--- src/design/hcl_pkg.sv ---
`timescale 1ns / 1ps
`default_nettype none

package hcl_pkg;

   localparam logic [7:0] SYNC_BYTE    = 8'h80;
   localparam logic [7:0] CHAR_OPEN    = 8'h42;
   localparam logic [7:0] CHAR_CONTROL = 8'h63;
   localparam logic [7:0] CHAR_WRITE   = 8'h77;
   localparam logic [7:0] CHAR_READ    = 8'h72;
   localparam logic [7:0] CHAR_SAVE    = 8'h73;
   localparam logic [7:0] CHAR_ERASE   = 8'h65;
   localparam logic [7:0] CHAR_RESET   = 8'h52;
   localparam logic [7:0] CHAR_CLOSE   = 8'h45;

   localparam int QUEUE_DEPTH = 2;
   localparam int QUEUE_PTR_W = $clog2(QUEUE_DEPTH);

   localparam int FRAME_BYTES = 8;
   localparam int POS_W       = $clog2(FRAME_BYTES);
   localparam logic [POS_W-1:0] POS_LAST = POS_W'(FRAME_BYTES - 1);

   typedef enum logic [2:0] {
      CMD_OPEN,
      CMD_CONTROL,
      CMD_WRITE,
      CMD_READ,
      CMD_SAVE,
      CMD_ERASE,
      CMD_RESET,
      CMD_CLOSE
   } cmd_code_type;

   typedef enum logic [1:0] {
      EXEC_IDLE,
      EXEC_READ,
      EXEC_SEND
   } exec_state_type;

   typedef struct packed {
      logic [7:0] rx_byte;
      logic [7:0] target_address;
      logic [7:0] target_output;
      logic       in_reg_zero;
   } req_word_type;

   typedef struct packed {
      logic [7:0] tx_byte;
      logic       frame_last;
      logic       clock_enable;
      logic       reset_enable;
      logic       switch_source;
      logic       address_drive;
      logic       in_bus_drive;
      logic [7:0] address_out;
      logic [7:0] in_value_out;
      logic       reset_request;
   } rsp_word_type;

   typedef struct packed {
      cmd_code_type cmd;
      logic [7:0]   addr;
      logic [7:0]   hi;
      logic [7:0]   lo;
      logic [7:0]   target_address;
      logic [7:0]   target_output;
      logic         in_reg_zero;
   } cmd_entry_type;

endpackage

`default_nettype wire

--- src/design/hcl_ram.sv ---
`timescale 1ns / 1ps
`default_nettype none

module hcl_ram #(
   parameter int WIDTH = 16,
   parameter int DEPTH = 256
) (
   input  wire                     clock,
   input  wire                     wr_en,
   input  wire [$clog2(DEPTH)-1:0] wr_addr,
   input  wire [WIDTH-1:0]         wr_data,
   input  wire [$clog2(DEPTH)-1:0] rd_addr,
   output logic [WIDTH-1:0]        rd_data
);

   logic [WIDTH-1:0] mem_ff [DEPTH];
   logic [WIDTH-1:0] rd_data_ff;

   always_ff @(posedge clock) begin
      if (wr_en) begin
         mem_ff[wr_addr] <= wr_data;
      end
      rd_data_ff <= mem_ff[rd_addr];
   end

   assign rd_data = rd_data_ff;

endmodule

`default_nettype wire

--- src/design/hcl_rx.sv ---
`timescale 1ns / 1ps
`default_nettype none

module hcl_rx
   import hcl_pkg::*;
(
   input  wire           clock,
   input  wire           reset,
   input  wire           req_push,
   input  req_word_type  req_word,
   input  wire           q_full,
   output logic          q_push,
   output cmd_entry_type q_entry,
   output logic          req_full
);

   logic [POS_W-1:0] pos_ff, pos_in;
   logic [7:0]       sum_ff, sum_in;
   logic [7:0]       cmd_ff, addr_ff, hi_ff, lo_ff;
   logic             accept;
   logic             known;
   cmd_code_type     code;

   assign req_full = q_full;
   assign accept   = req_push && !q_full;

   always_comb begin
      known = 1'b1;
      code  = CMD_SAVE;
      unique case (cmd_ff)
         CHAR_OPEN:    code = CMD_OPEN;
         CHAR_CONTROL: code = CMD_CONTROL;
         CHAR_WRITE:   code = CMD_WRITE;
         CHAR_READ:    code = CMD_READ;
         CHAR_SAVE:    code = CMD_SAVE;
         CHAR_ERASE:   code = CMD_ERASE;
         CHAR_RESET:   code = CMD_RESET;
         CHAR_CLOSE:   code = CMD_CLOSE;
         default:      known = 1'b0;
      endcase
   end

   always_comb begin
      pos_in = pos_ff;
      sum_in = sum_ff;
      q_push = 1'b0;
      if (accept) begin
         if (pos_ff == '0) begin
            if (req_word.rx_byte == SYNC_BYTE) begin
               sum_in = req_word.rx_byte;
               pos_in = POS_W'(1);
            end
         end else if (pos_ff == POS_LAST) begin
            pos_in = '0;
            q_push = (sum_ff == req_word.rx_byte) && known;
         end else begin
            sum_in = sum_ff + req_word.rx_byte;
            pos_in = pos_ff + POS_W'(1);
         end
      end
   end

   always_ff @(posedge clock) begin
      if (reset) begin
         pos_ff <= '0;
         sum_ff <= '0;
      end else begin
         pos_ff <= pos_in;
         sum_ff <= sum_in;
      end
   end

   always_ff @(posedge clock) begin
      if (accept) begin
         unique case (pos_ff)
            POS_W'(1): cmd_ff  <= req_word.rx_byte;
            POS_W'(2): addr_ff <= req_word.rx_byte;
            POS_W'(3): hi_ff   <= req_word.rx_byte;
            POS_W'(4): lo_ff   <= req_word.rx_byte;
            default: begin
            end
         endcase
      end
   end

   assign q_entry.cmd            = code;
   assign q_entry.addr           = addr_ff;
   assign q_entry.hi             = hi_ff;
   assign q_entry.lo             = lo_ff;
   assign q_entry.target_address = req_word.target_address;
   assign q_entry.target_output  = req_word.target_output;
   assign q_entry.in_reg_zero    = req_word.in_reg_zero;

endmodule

`default_nettype wire

--- src/design/hcl_queue.sv ---
`timescale 1ns / 1ps
`default_nettype none

module hcl_queue
   import hcl_pkg::*;
(
   input  wire           clock,
   input  wire           reset,
   input  wire           push,
   input  cmd_entry_type push_entry,
   output logic          full,
   input  wire           pop,
   output logic          empty,
   output cmd_entry_type head
);

   cmd_entry_type          slot_ff [QUEUE_DEPTH];
   logic [QUEUE_PTR_W-1:0] wr_ptr_ff, rd_ptr_ff;
   logic [QUEUE_PTR_W:0]   count_ff;
   logic                   do_push, do_pop;

   assign full    = (count_ff == (QUEUE_PTR_W + 1)'(QUEUE_DEPTH));
   assign empty   = (count_ff == '0);
   assign do_push = push && !full;
   assign do_pop  = pop && !empty;
   assign head    = slot_ff[rd_ptr_ff];

   // depth is a power of two, pointers wrap on their own
   always_ff @(posedge clock) begin
      if (reset) begin
         wr_ptr_ff <= '0;
         rd_ptr_ff <= '0;
         count_ff  <= '0;
      end else begin
         if (do_push) begin
            wr_ptr_ff <= wr_ptr_ff + QUEUE_PTR_W'(1);
         end
         if (do_pop) begin
            rd_ptr_ff <= rd_ptr_ff + QUEUE_PTR_W'(1);
         end
         if (do_push && !do_pop) begin
            count_ff <= count_ff + (QUEUE_PTR_W + 1)'(1);
         end else if (do_pop && !do_push) begin
            count_ff <= count_ff - (QUEUE_PTR_W + 1)'(1);
         end
      end
   end

   always_ff @(posedge clock) begin
      if (do_push) begin
         slot_ff[wr_ptr_ff] <= push_entry;
      end
   end

endmodule

`default_nettype wire

--- src/design/hcl_exec.sv ---
`timescale 1ns / 1ps
`default_nettype none

module hcl_exec
   import hcl_pkg::*;
#(
   parameter int PROGRAM_WORDS = 256
) (
   input  wire           clock,
   input  wire           reset,
   input  wire           q_empty,
   input  cmd_entry_type q_head,
   output logic          q_pop,
   output logic          rsp_empty,
   input  wire           rsp_pop,
   output rsp_word_type  rsp_word
);

   localparam int AW = $clog2(PROGRAM_WORDS);

   exec_state_type         state_ff, state_in;
   logic                   link_ff, link_in;
   logic [7:0]             mode_ff, mode_in;
   logic [4:0]             pins_ff, pins_in;
   logic [7:0]             addr_out_ff, addr_out_in;
   logic [7:0]             in_val_ff, in_val_in;
   logic [7:0]             d0_ff, d0_in, d1_ff, d1_in, d2_ff, d2_in;
   logic                   rst_req_ff, rst_req_in;
   logic [POS_W-1:0]       idx_ff, idx_in;
   logic [7:0]             sum_ff, sum_in;
   logic [PROGRAM_WORDS-1:0] valid_ff, valid_in;
   logic                   hit_ff, hit_in;
   logic                   in_range;
   logic                   ram_wr;
   logic [15:0]            ram_rd_data;
   logic [7:0]             tx;

   assign in_range = ({1'b0, q_head.addr} < 9'(PROGRAM_WORDS));

   hcl_ram #(
      .WIDTH (16),
      .DEPTH (PROGRAM_WORDS)
   ) u_store (
      .clock   (clock),
      .wr_en   (ram_wr),
      .wr_addr (q_head.addr[AW-1:0]),
      .wr_data ({q_head.hi, q_head.lo}),
      .rd_addr (q_head.addr[AW-1:0]),
      .rd_data (ram_rd_data)
   );

   always_comb begin
      unique case (idx_ff)
         POS_W'(0), POS_W'(1): tx = SYNC_BYTE;
         POS_W'(2):            tx = d0_ff;
         POS_W'(3):            tx = d1_ff;
         POS_W'(4):            tx = d2_ff;
         POS_W'(5), POS_W'(6): tx = 8'h00;
         default:              tx = sum_ff;
      endcase
   end

   always_comb begin
      state_in    = state_ff;
      link_in     = link_ff;
      mode_in     = mode_ff;
      pins_in     = pins_ff;
      addr_out_in = addr_out_ff;
      in_val_in   = in_val_ff;
      d0_in       = d0_ff;
      d1_in       = d1_ff;
      d2_in       = d2_ff;
      rst_req_in  = rst_req_ff;
      idx_in      = idx_ff;
      sum_in      = sum_ff;
      valid_in    = valid_ff;
      hit_in      = hit_ff;
      q_pop       = 1'b0;
      ram_wr      = 1'b0;
      unique case (state_ff)
         EXEC_IDLE: begin
            q_pop = !q_empty;
            if (!q_empty && (q_head.cmd == CMD_OPEN || link_ff)) begin
               state_in   = EXEC_SEND;
               idx_in     = '0;
               sum_in     = '0;
               d0_in      = '0;
               d1_in      = '0;
               d2_in      = '0;
               rst_req_in = 1'b0;
               unique case (q_head.cmd)
                  CMD_OPEN: link_in = 1'b1;
                  CMD_CONTROL: begin
                     if (mode_ff != q_head.lo) begin
                        mode_in      = q_head.lo;
                        pins_in[3:0] = q_head.lo[3:0];
                        pins_in[4]   = q_head.lo[4] && (q_head.in_reg_zero || pins_ff[4]);
                     end
                     addr_out_in = q_head.addr;
                     in_val_in   = q_head.hi;
                     d0_in       = q_head.target_address;
                     d1_in       = q_head.target_output;
                     d2_in       = q_head.lo;
                  end
                  CMD_WRITE: begin
                     ram_wr = in_range;
                     if (in_range) begin
                        valid_in[q_head.addr[AW-1:0]] = 1'b1;
                     end
                     d0_in = q_head.addr;
                     d1_in = q_head.hi;
                     d2_in = q_head.lo;
                  end
                  CMD_READ: begin
                     state_in = EXEC_READ;
                     hit_in   = in_range && valid_ff[q_head.addr[AW-1:0]];
                     d0_in    = q_head.addr;
                  end
                  CMD_SAVE: begin
                  end
                  CMD_ERASE: valid_in = '0;
                  CMD_RESET: rst_req_in = 1'b1;
                  CMD_CLOSE: link_in = 1'b0;
                  default: begin
                  end
               endcase
            end
         end
         EXEC_READ: begin
            d1_in    = hit_ff ? ram_rd_data[15:8] : 8'h00;
            d2_in    = hit_ff ? ram_rd_data[7:0] : 8'h00;
            state_in = EXEC_SEND;
         end
         EXEC_SEND: begin
            if (rsp_pop) begin
               sum_in = sum_ff + tx;
               idx_in = idx_ff + POS_W'(1);
               if (idx_ff == POS_LAST) begin
                  state_in = EXEC_IDLE;
               end
            end
         end
         default: state_in = EXEC_IDLE;
      endcase
   end

   always_ff @(posedge clock) begin
      if (reset) begin
         state_ff    <= EXEC_IDLE;
         link_ff     <= 1'b0;
         mode_ff     <= '0;
         pins_ff     <= '0;
         addr_out_ff <= '0;
         in_val_ff   <= '0;
         valid_ff    <= '0;
         idx_ff      <= '0;
      end else begin
         state_ff    <= state_in;
         link_ff     <= link_in;
         mode_ff     <= mode_in;
         pins_ff     <= pins_in;
         addr_out_ff <= addr_out_in;
         in_val_ff   <= in_val_in;
         valid_ff    <= valid_in;
         idx_ff      <= idx_in;
      end
   end

   always_ff @(posedge clock) begin
      d0_ff      <= d0_in;
      d1_ff      <= d1_in;
      d2_ff      <= d2_in;
      rst_req_ff <= rst_req_in;
      sum_ff     <= sum_in;
      hit_ff     <= hit_in;
   end

   assign rsp_empty              = (state_ff != EXEC_SEND);
   assign rsp_word.tx_byte       = tx;
   assign rsp_word.frame_last    = (idx_ff == POS_LAST);
   assign rsp_word.clock_enable  = pins_ff[0];
   assign rsp_word.reset_enable  = pins_ff[1];
   assign rsp_word.switch_source = pins_ff[2];
   assign rsp_word.address_drive = pins_ff[3];
   assign rsp_word.in_bus_drive  = pins_ff[4];
   assign rsp_word.address_out   = addr_out_ff;
   assign rsp_word.in_value_out  = in_val_ff;
   assign rsp_word.reset_request = rst_req_ff;

endmodule

`default_nettype wire

--- src/design/host_command_link.sv ---
`timescale 1ns / 1ps
`default_nettype none

// host command link: framed command receiver and reply generator for a target cpu
// request side: one received byte per word with target readback levels, taken when
//   req_push is high and req_full is low; a byte can be taken every cycle
// reply side: one reply byte per word with the pin and bus levels, shown while
//   rsp_empty is low and taken when rsp_pop is high
// a valid eighth frame byte queues the command at once; the idle executor pops it from
//   the queue head and moves to the send state, through a read state first for a read,
//   since the program store has a registered read port
// a reply is eight words, one per cycle while rsp_pop stays high, and the executor
//   takes no new command until its last word is taken; the two-entry command
//   queue lets the receiver keep taking bytes while a reply is stalled, and
//   req_full rises only when the queue is full
// erase clears all the per-word valid bits together
// synchronous reset closes the link, clears pins, buses and the valid bits of the program
//   store and empties the queue; the receiver then waits for a sync byte

module host_command_link
   import hcl_pkg::*;
#(
   parameter int PROGRAM_WORDS = 256
) (
   input  wire          clock,
   input  wire          reset,
   input  wire          req_push,
   output logic         req_full,
   input  req_word_type req_word,
   output logic         rsp_empty,
   input  wire          rsp_pop,
   output rsp_word_type rsp_word
);

   logic          q_push, q_full, q_pop, q_empty;
   cmd_entry_type q_in, q_head;

   hcl_rx u_rx (
      .clock    (clock),
      .reset    (reset),
      .req_push (req_push),
      .req_word (req_word),
      .q_full   (q_full),
      .q_push   (q_push),
      .q_entry  (q_in),
      .req_full (req_full)
   );

   hcl_queue u_queue (
      .clock      (clock),
      .reset      (reset),
      .push       (q_push),
      .push_entry (q_in),
      .full       (q_full),
      .pop        (q_pop),
      .empty      (q_empty),
      .head       (q_head)
   );

   hcl_exec #(
      .PROGRAM_WORDS (PROGRAM_WORDS)
   ) u_exec (
      .clock     (clock),
      .reset     (reset),
      .q_empty   (q_empty),
      .q_head    (q_head),
      .q_pop     (q_pop),
      .rsp_empty (rsp_empty),
      .rsp_pop   (rsp_pop),
      .rsp_word  (rsp_word)
   );

   a_last_ends_reply: assert property (@(posedge clock) disable iff (reset)
      rsp_pop && !rsp_empty && rsp_word.frame_last |=> rsp_empty)
      else $error("reply continued past its last word");

   a_reset_clean: assert property (@(posedge clock)
      reset |=> rsp_empty && !req_full)
      else $error("block not idle after reset");

   a_push_has_room: assert property (@(posedge clock) disable iff (reset)
      q_push |-> !q_full)
      else $error("command pushed into a full queue");

endmodule

`default_nettype wire

--- config.mk ---
export PLATFORM = sky130hd
export DESIGN_NAME = host_command_link
export DESIGN_NICKNAME = d
export VERILOG_FILES = /design/src/design/hcl_pkg.sv /design/src/design/hcl_ram.sv /design/src/design/hcl_rx.sv /design/src/design/hcl_queue.sv /design/src/design/hcl_exec.sv /design/src/design/host_command_link.sv
export SDC_FILE = /design/constraint.sdc
export NUM_CORES = 2
export LEC_CHECK = 0
export BUFFER_PORTS_ARGS = -buffer_cell sky130_fd_sc_hd__buf_2
export CORE_AREA = 2 2 546 548
export CTS_CLUSTER_SIZE = 25
export DETAILED_ROUTE_END_ITERATION = 10
export DIE_AREA = 0 0 548 550
export PLACE_DENSITY = 0.76
export SKIP_LAST_GASP = 1
export SLEW_MARGIN = 15
export SYNTH_ARGS = -nofsm -noshare
export SYNTH_HDL_FRONTEND = slang
export SYNTH_MEMORY_MAX_BITS = 65536
export SYNTH_SLANG_ARGS = --single-unit
export TNS_END_PERCENT = 20
--- constraint.sdc ---
create_clock -name clock -period 7.9 [get_ports clock]
set_input_delay 0.395 -clock clock [delete_from_list [all_inputs] [get_ports clock]]
set_output_delay 0.395 -clock clock [all_outputs]
set_load 0.005 [all_outputs]
==> flow_summary.json <==
{
  "cts_tree": "yes",
  "path_clk_slew_ps": 60,
  "whs_path_depth": 2,
  "skew_ps": 81.4,
  "status": "completed",
  "criticalPathCategory": "flop to flop",
  "min_path_type": "input pin to flop",
  "grt.total_usage_pct": 31.7,
  "drc": 0,
  "setup_violations": 0,
  "syn_avg_cell_area_um2": 17.3,
  "cts-buffers-inserted": 436,
  "ys_warn_count": 0,
  "routabilityCongestion": 0.917,
  "port_buffers": 61,
  "cts_buffer_depth": 4,
  "clock_power_share_pct": 35.0,
  "cap_violations": 0,
  "hpwl_um": 268000,
  "nFillCells": 18291,
  "grt_max_degree": 188,
  "clock-root-buffer": "clkbuf_16",
  "synth.largest_area_cell": "edfxtp_1",
  "period_minus_slack_ps": 5540,
  "initial_utilization_pct": 59.8,
  "ant_nets": 0,
  "hold_path.startpoint": "req_word[0]",
  "seq_power_share_pct": 47.6,
  "async_flop_share_pct": 0,
  "rr_worst_depth": 10,
  "rsz0062_at_grt": "no",
  "start_kind": "flop",
  "die_w_um": 548,
  "p_total_mw": 59.2,
  "grt_first_pass_wirelength_um": 691000,
  "clock_latency_ps": 990,
  "finalSetupTns_ps": 0,
  "die-area_um2": 301000,
  "yosysTopAreaCellShare_pct": 72.2,
  "synth-edff-count": 4250,
  "yosysSeqAreaShare_pct": 75.8,
  "drt-pass1-iter-count": 9,
  "ios": 62,
  "p_int_mw": 42.7,
  "syn_to_final_growth_pct": 11.8,
  "post-cts-setup-buffers": 0,
  "nNetsFinal": 10561,
  "rr_endpoint": "u_exec.u_store.rd_data[13]",
  "p_per_area_nw_per_um2": 300,
  "hold_violations": 0,
  "crit_fanout": 47,
  "p_sw_mw": 16.5,
  "antenna_found_initial": 26,
  "synthesis.nets": 10262,
  "synthTopCellsByArea": "edfxtp_1, mux4_2, dfxtp_1, mux2i_1, nand2_1",
  "drtIter0Drc": 17585,
  "cp.arrival_ps": 6340,
  "worstPathRequired_ps": 8700,
  "synthFlopType": "edfxtp_1",
  "reg2reg_setup_slack_ps": 2360,
  "drive_above_1_share_pct": 18.0,
  "max_freq_mhz": 181,
  "ys_ff_latch": 4569,
  "num_vias": 101264,
  "synthCells": 10204,
  "cts.sinks": 4569,
  "routed_wl_um": 483000,
  "die_y_um": 550,
  "combPwrFrac_pct": 17.3,
  "gr-total-overflow": 0,
  "swShare_pct": 27.9,
  "peakVddDrop_v": 0.000230,
  "avgViaCountPerCell": 6.83,
  "synth_area_um2": 177000,
  "grt_pass1_vias": 98606,
  "power_leakage_nw": 64.7,
  "finalMaxSlewViolations": 0,
  "period_share_pct": 70.1,
  "worst_slew_pin_slew_ps": 1340,
  "maxSlewHeadroom_pct": 10.9,
  "row_count": 200,
  "coreArea_um2": 296000,
  "post_drt_wl_per_cell_um": 32.6,
  "ys_types": 66,
  "htree_num_levels": 5,
  "crit_path_end_kind": "flop",
  "min_to": "u_queue.slot_ff[1][0]"
}
==> cells in the final DEF (no fill, tap or decap), drive strengths merged, types with 31 or more instances in the layout <==
cell type / Yosys / final
a31oi: 88 / 88
o22ai: 46 / 46
a21oi: 353 / 353
dfxtp: 319 / 319
a211oi: 31 / 31
mux2i: 518 / 518
bufinv: 0 / 40
o21ai: 31 / 31
and3: 75 / 75
clkinv: 1 / 205
mux4: 697 / 697
edfxtp: 4250 / 4250
nor2: 619 / 619
a22oi: 324 / 324
buf: 335 / 472
nand2: 1143 / 1143
inv: 38 / 58
nand3: 673 / 673
clkbuf: 304 / 531
nand4: 87 / 87
==> how the worst max path moves through the flow <==
stage | startpoint | endpoint | slack [ps] | cells after the start
CTS | flop | u_exec.u_store.rd_data[13] | 2480 | 8
detailed placement | flop | u_exec.u_store.rd_data[0] | 2520 | 9
global route | flop | u_exec.u_store.rd_data[13] | 2240 | 10
floorplan | flop | u_exec.u_store.mem_ff[0][10] | 3100 | 6
global placement | flop | u_exec.u_store.rd_data[15] | 2520 | 8
finish | flop | u_exec.u_store.rd_data[13] | 2360 | 10
==> power groups by stage <==
| stage | clock [mW] | combinational [mW] | sequential [mW] |
|---|---|---|---|
| 2_1_floorplan | 0 | 6.28 | 28.8 |
| 3_3_place_gp | 0 | 9.66 | 28.7 |
| 3_5_place_dp | 0 | 9.92 | 28.7 |
| 4_1_cts | 20.8 | 10.0 | 28.2 |
| 5_1_grt | 21.8 | 10.6 | 28.2 |
| 6_report | 20.7 | 10.3 | 28.2 |
==> layer usage <==
layer | global-route usage (%) | wire length [um] | up-vias
met2 | 48.3 | 222000 | 7941
met1 | 42.8 | 168000 | 51158
met4 | 16.0 | 28200 | 22
met5 | 0 | 151 | -
li1 | - | - | 40765
met3 | 8.48 | 64300 | 1378
==> repair_timing <==
| action | in CTS | in global routing |
|---|---|---|
| hold buffers | 28 | 0 |
| endpoints found under the setup margin | 0 | 0 |
| gates resized for setup | 0 | 0 |
| endpoints found under the hold margin | 82 | 0 |
==> final cells by class <==
type,instances,area (um^2),area share [%]
Antenna cell,10,25.0,0.0127
Clock buffer,531,11400,5.76
Clock inverter,275,2720,1.38
Inverter,39,267,0.135
Multi-Input combinational cell,4957,40200,20.3
Sequential cell,4569,134000,67.8
Tap cell,3939,4930,2.49
Timing Repair Buffer,500,4060,2.06
==> critical path: stages (launching register included) <==
cell and delay, ps:
dfxtp_4 750, buf_4 620, nor2_1 130, a32oi_2 660, nor2_4 220, buf_4 460, a22oi_1 580, nand4_1 490
a222oi_1 1000, buf_4 240, nand4_1 90
==> cell usage after synthesis, types with 5 or more instances <==
| cell type | count |
|---|---|
| nand3_1 | 673 |
| mux2_2 | 8 |
| mux2i_1 | 517 |
| xnor2_1 | 15 |
| nor2_2 | 10 |
| and3b_1 | 5 |
| a211oi_1 | 31 |
| a32oi_1 | 19 |
| and3_1 | 75 |
| clkbuf_1 | 304 |
| o22a_1 | 9 |
| inv_1 | 38 |
| a2111oi_0 | 19 |
| nor4_1 | 22 |
| dfxtp_1 | 319 |
| buf_4 | 19 |
| nor2b_1 | 11 |
| a31oi_1 | 87 |
| nor2_1 | 609 |
| o21ai_0 | 28 |
| nor3_1 | 12 |
| or3_1 | 5 |
| edfxtp_1 | 4250 |
| nand2b_1 | 11 |
| nand4_1 | 87 |
| ha_1 | 27 |
| and2_1 | 9 |
| buf_2 | 250 |
| a21oi_1 | 352 |
| a222oi_1 | 24 |
| xor2_1 | 6 |
| o22ai_1 | 44 |
| buf_6 | 10 |
| buf_1 | 56 |
| nor3_2 | 13 |
| nor3b_1 | 5 |
| nand2_1 | 1142 |
| a41oi_1 | 18 |
| a22oi_1 | 324 |
| mux4_2 | 697 |
==> cells by family (layout without fill, tap and decap cells) <==
logic type / count (synthesis) / after routing / synth area share (%)
mux: 1224 / 1224 / 11.9
simple gates: 2699 / 2699 / 6.63
other cells: 0 / 10 / 0
fa+ha+maj: 29 / 29 / 0.214
xor+xnor: 21 / 21 / 0.104
buf+inv: 678 / 1345 / 1.70
compound gates: 984 / 984 / 3.65
flops: 4569 / 4569 / 75.8
==> flip-flops by register name (all words and copies together), names as in the netlist, 16 cells and up, named ones only <==
register,flops
u_exec.u_store.mem_ff,4096
u_exec.valid_ff,256
u_exec.u_store.rd_data,16
u_queue.slot_ff,88
==> metrics by stage <==
step                util [%]  std cells  hold slack, ps  setup slack [ps]  instance area (um^2)
CTS                     66.8      14807             121              2480                197000
global route            66.9      14811             164              2240                198000
floorplan                  -      10204             421              3100                177000
global placement        62.0      13973             422              2520                183000
detailed placement      62.0      13973             436              2520                183000
finish                  66.9      14820             174              2360                198000
Note: power is estimated with default switching activity, not from simulation.
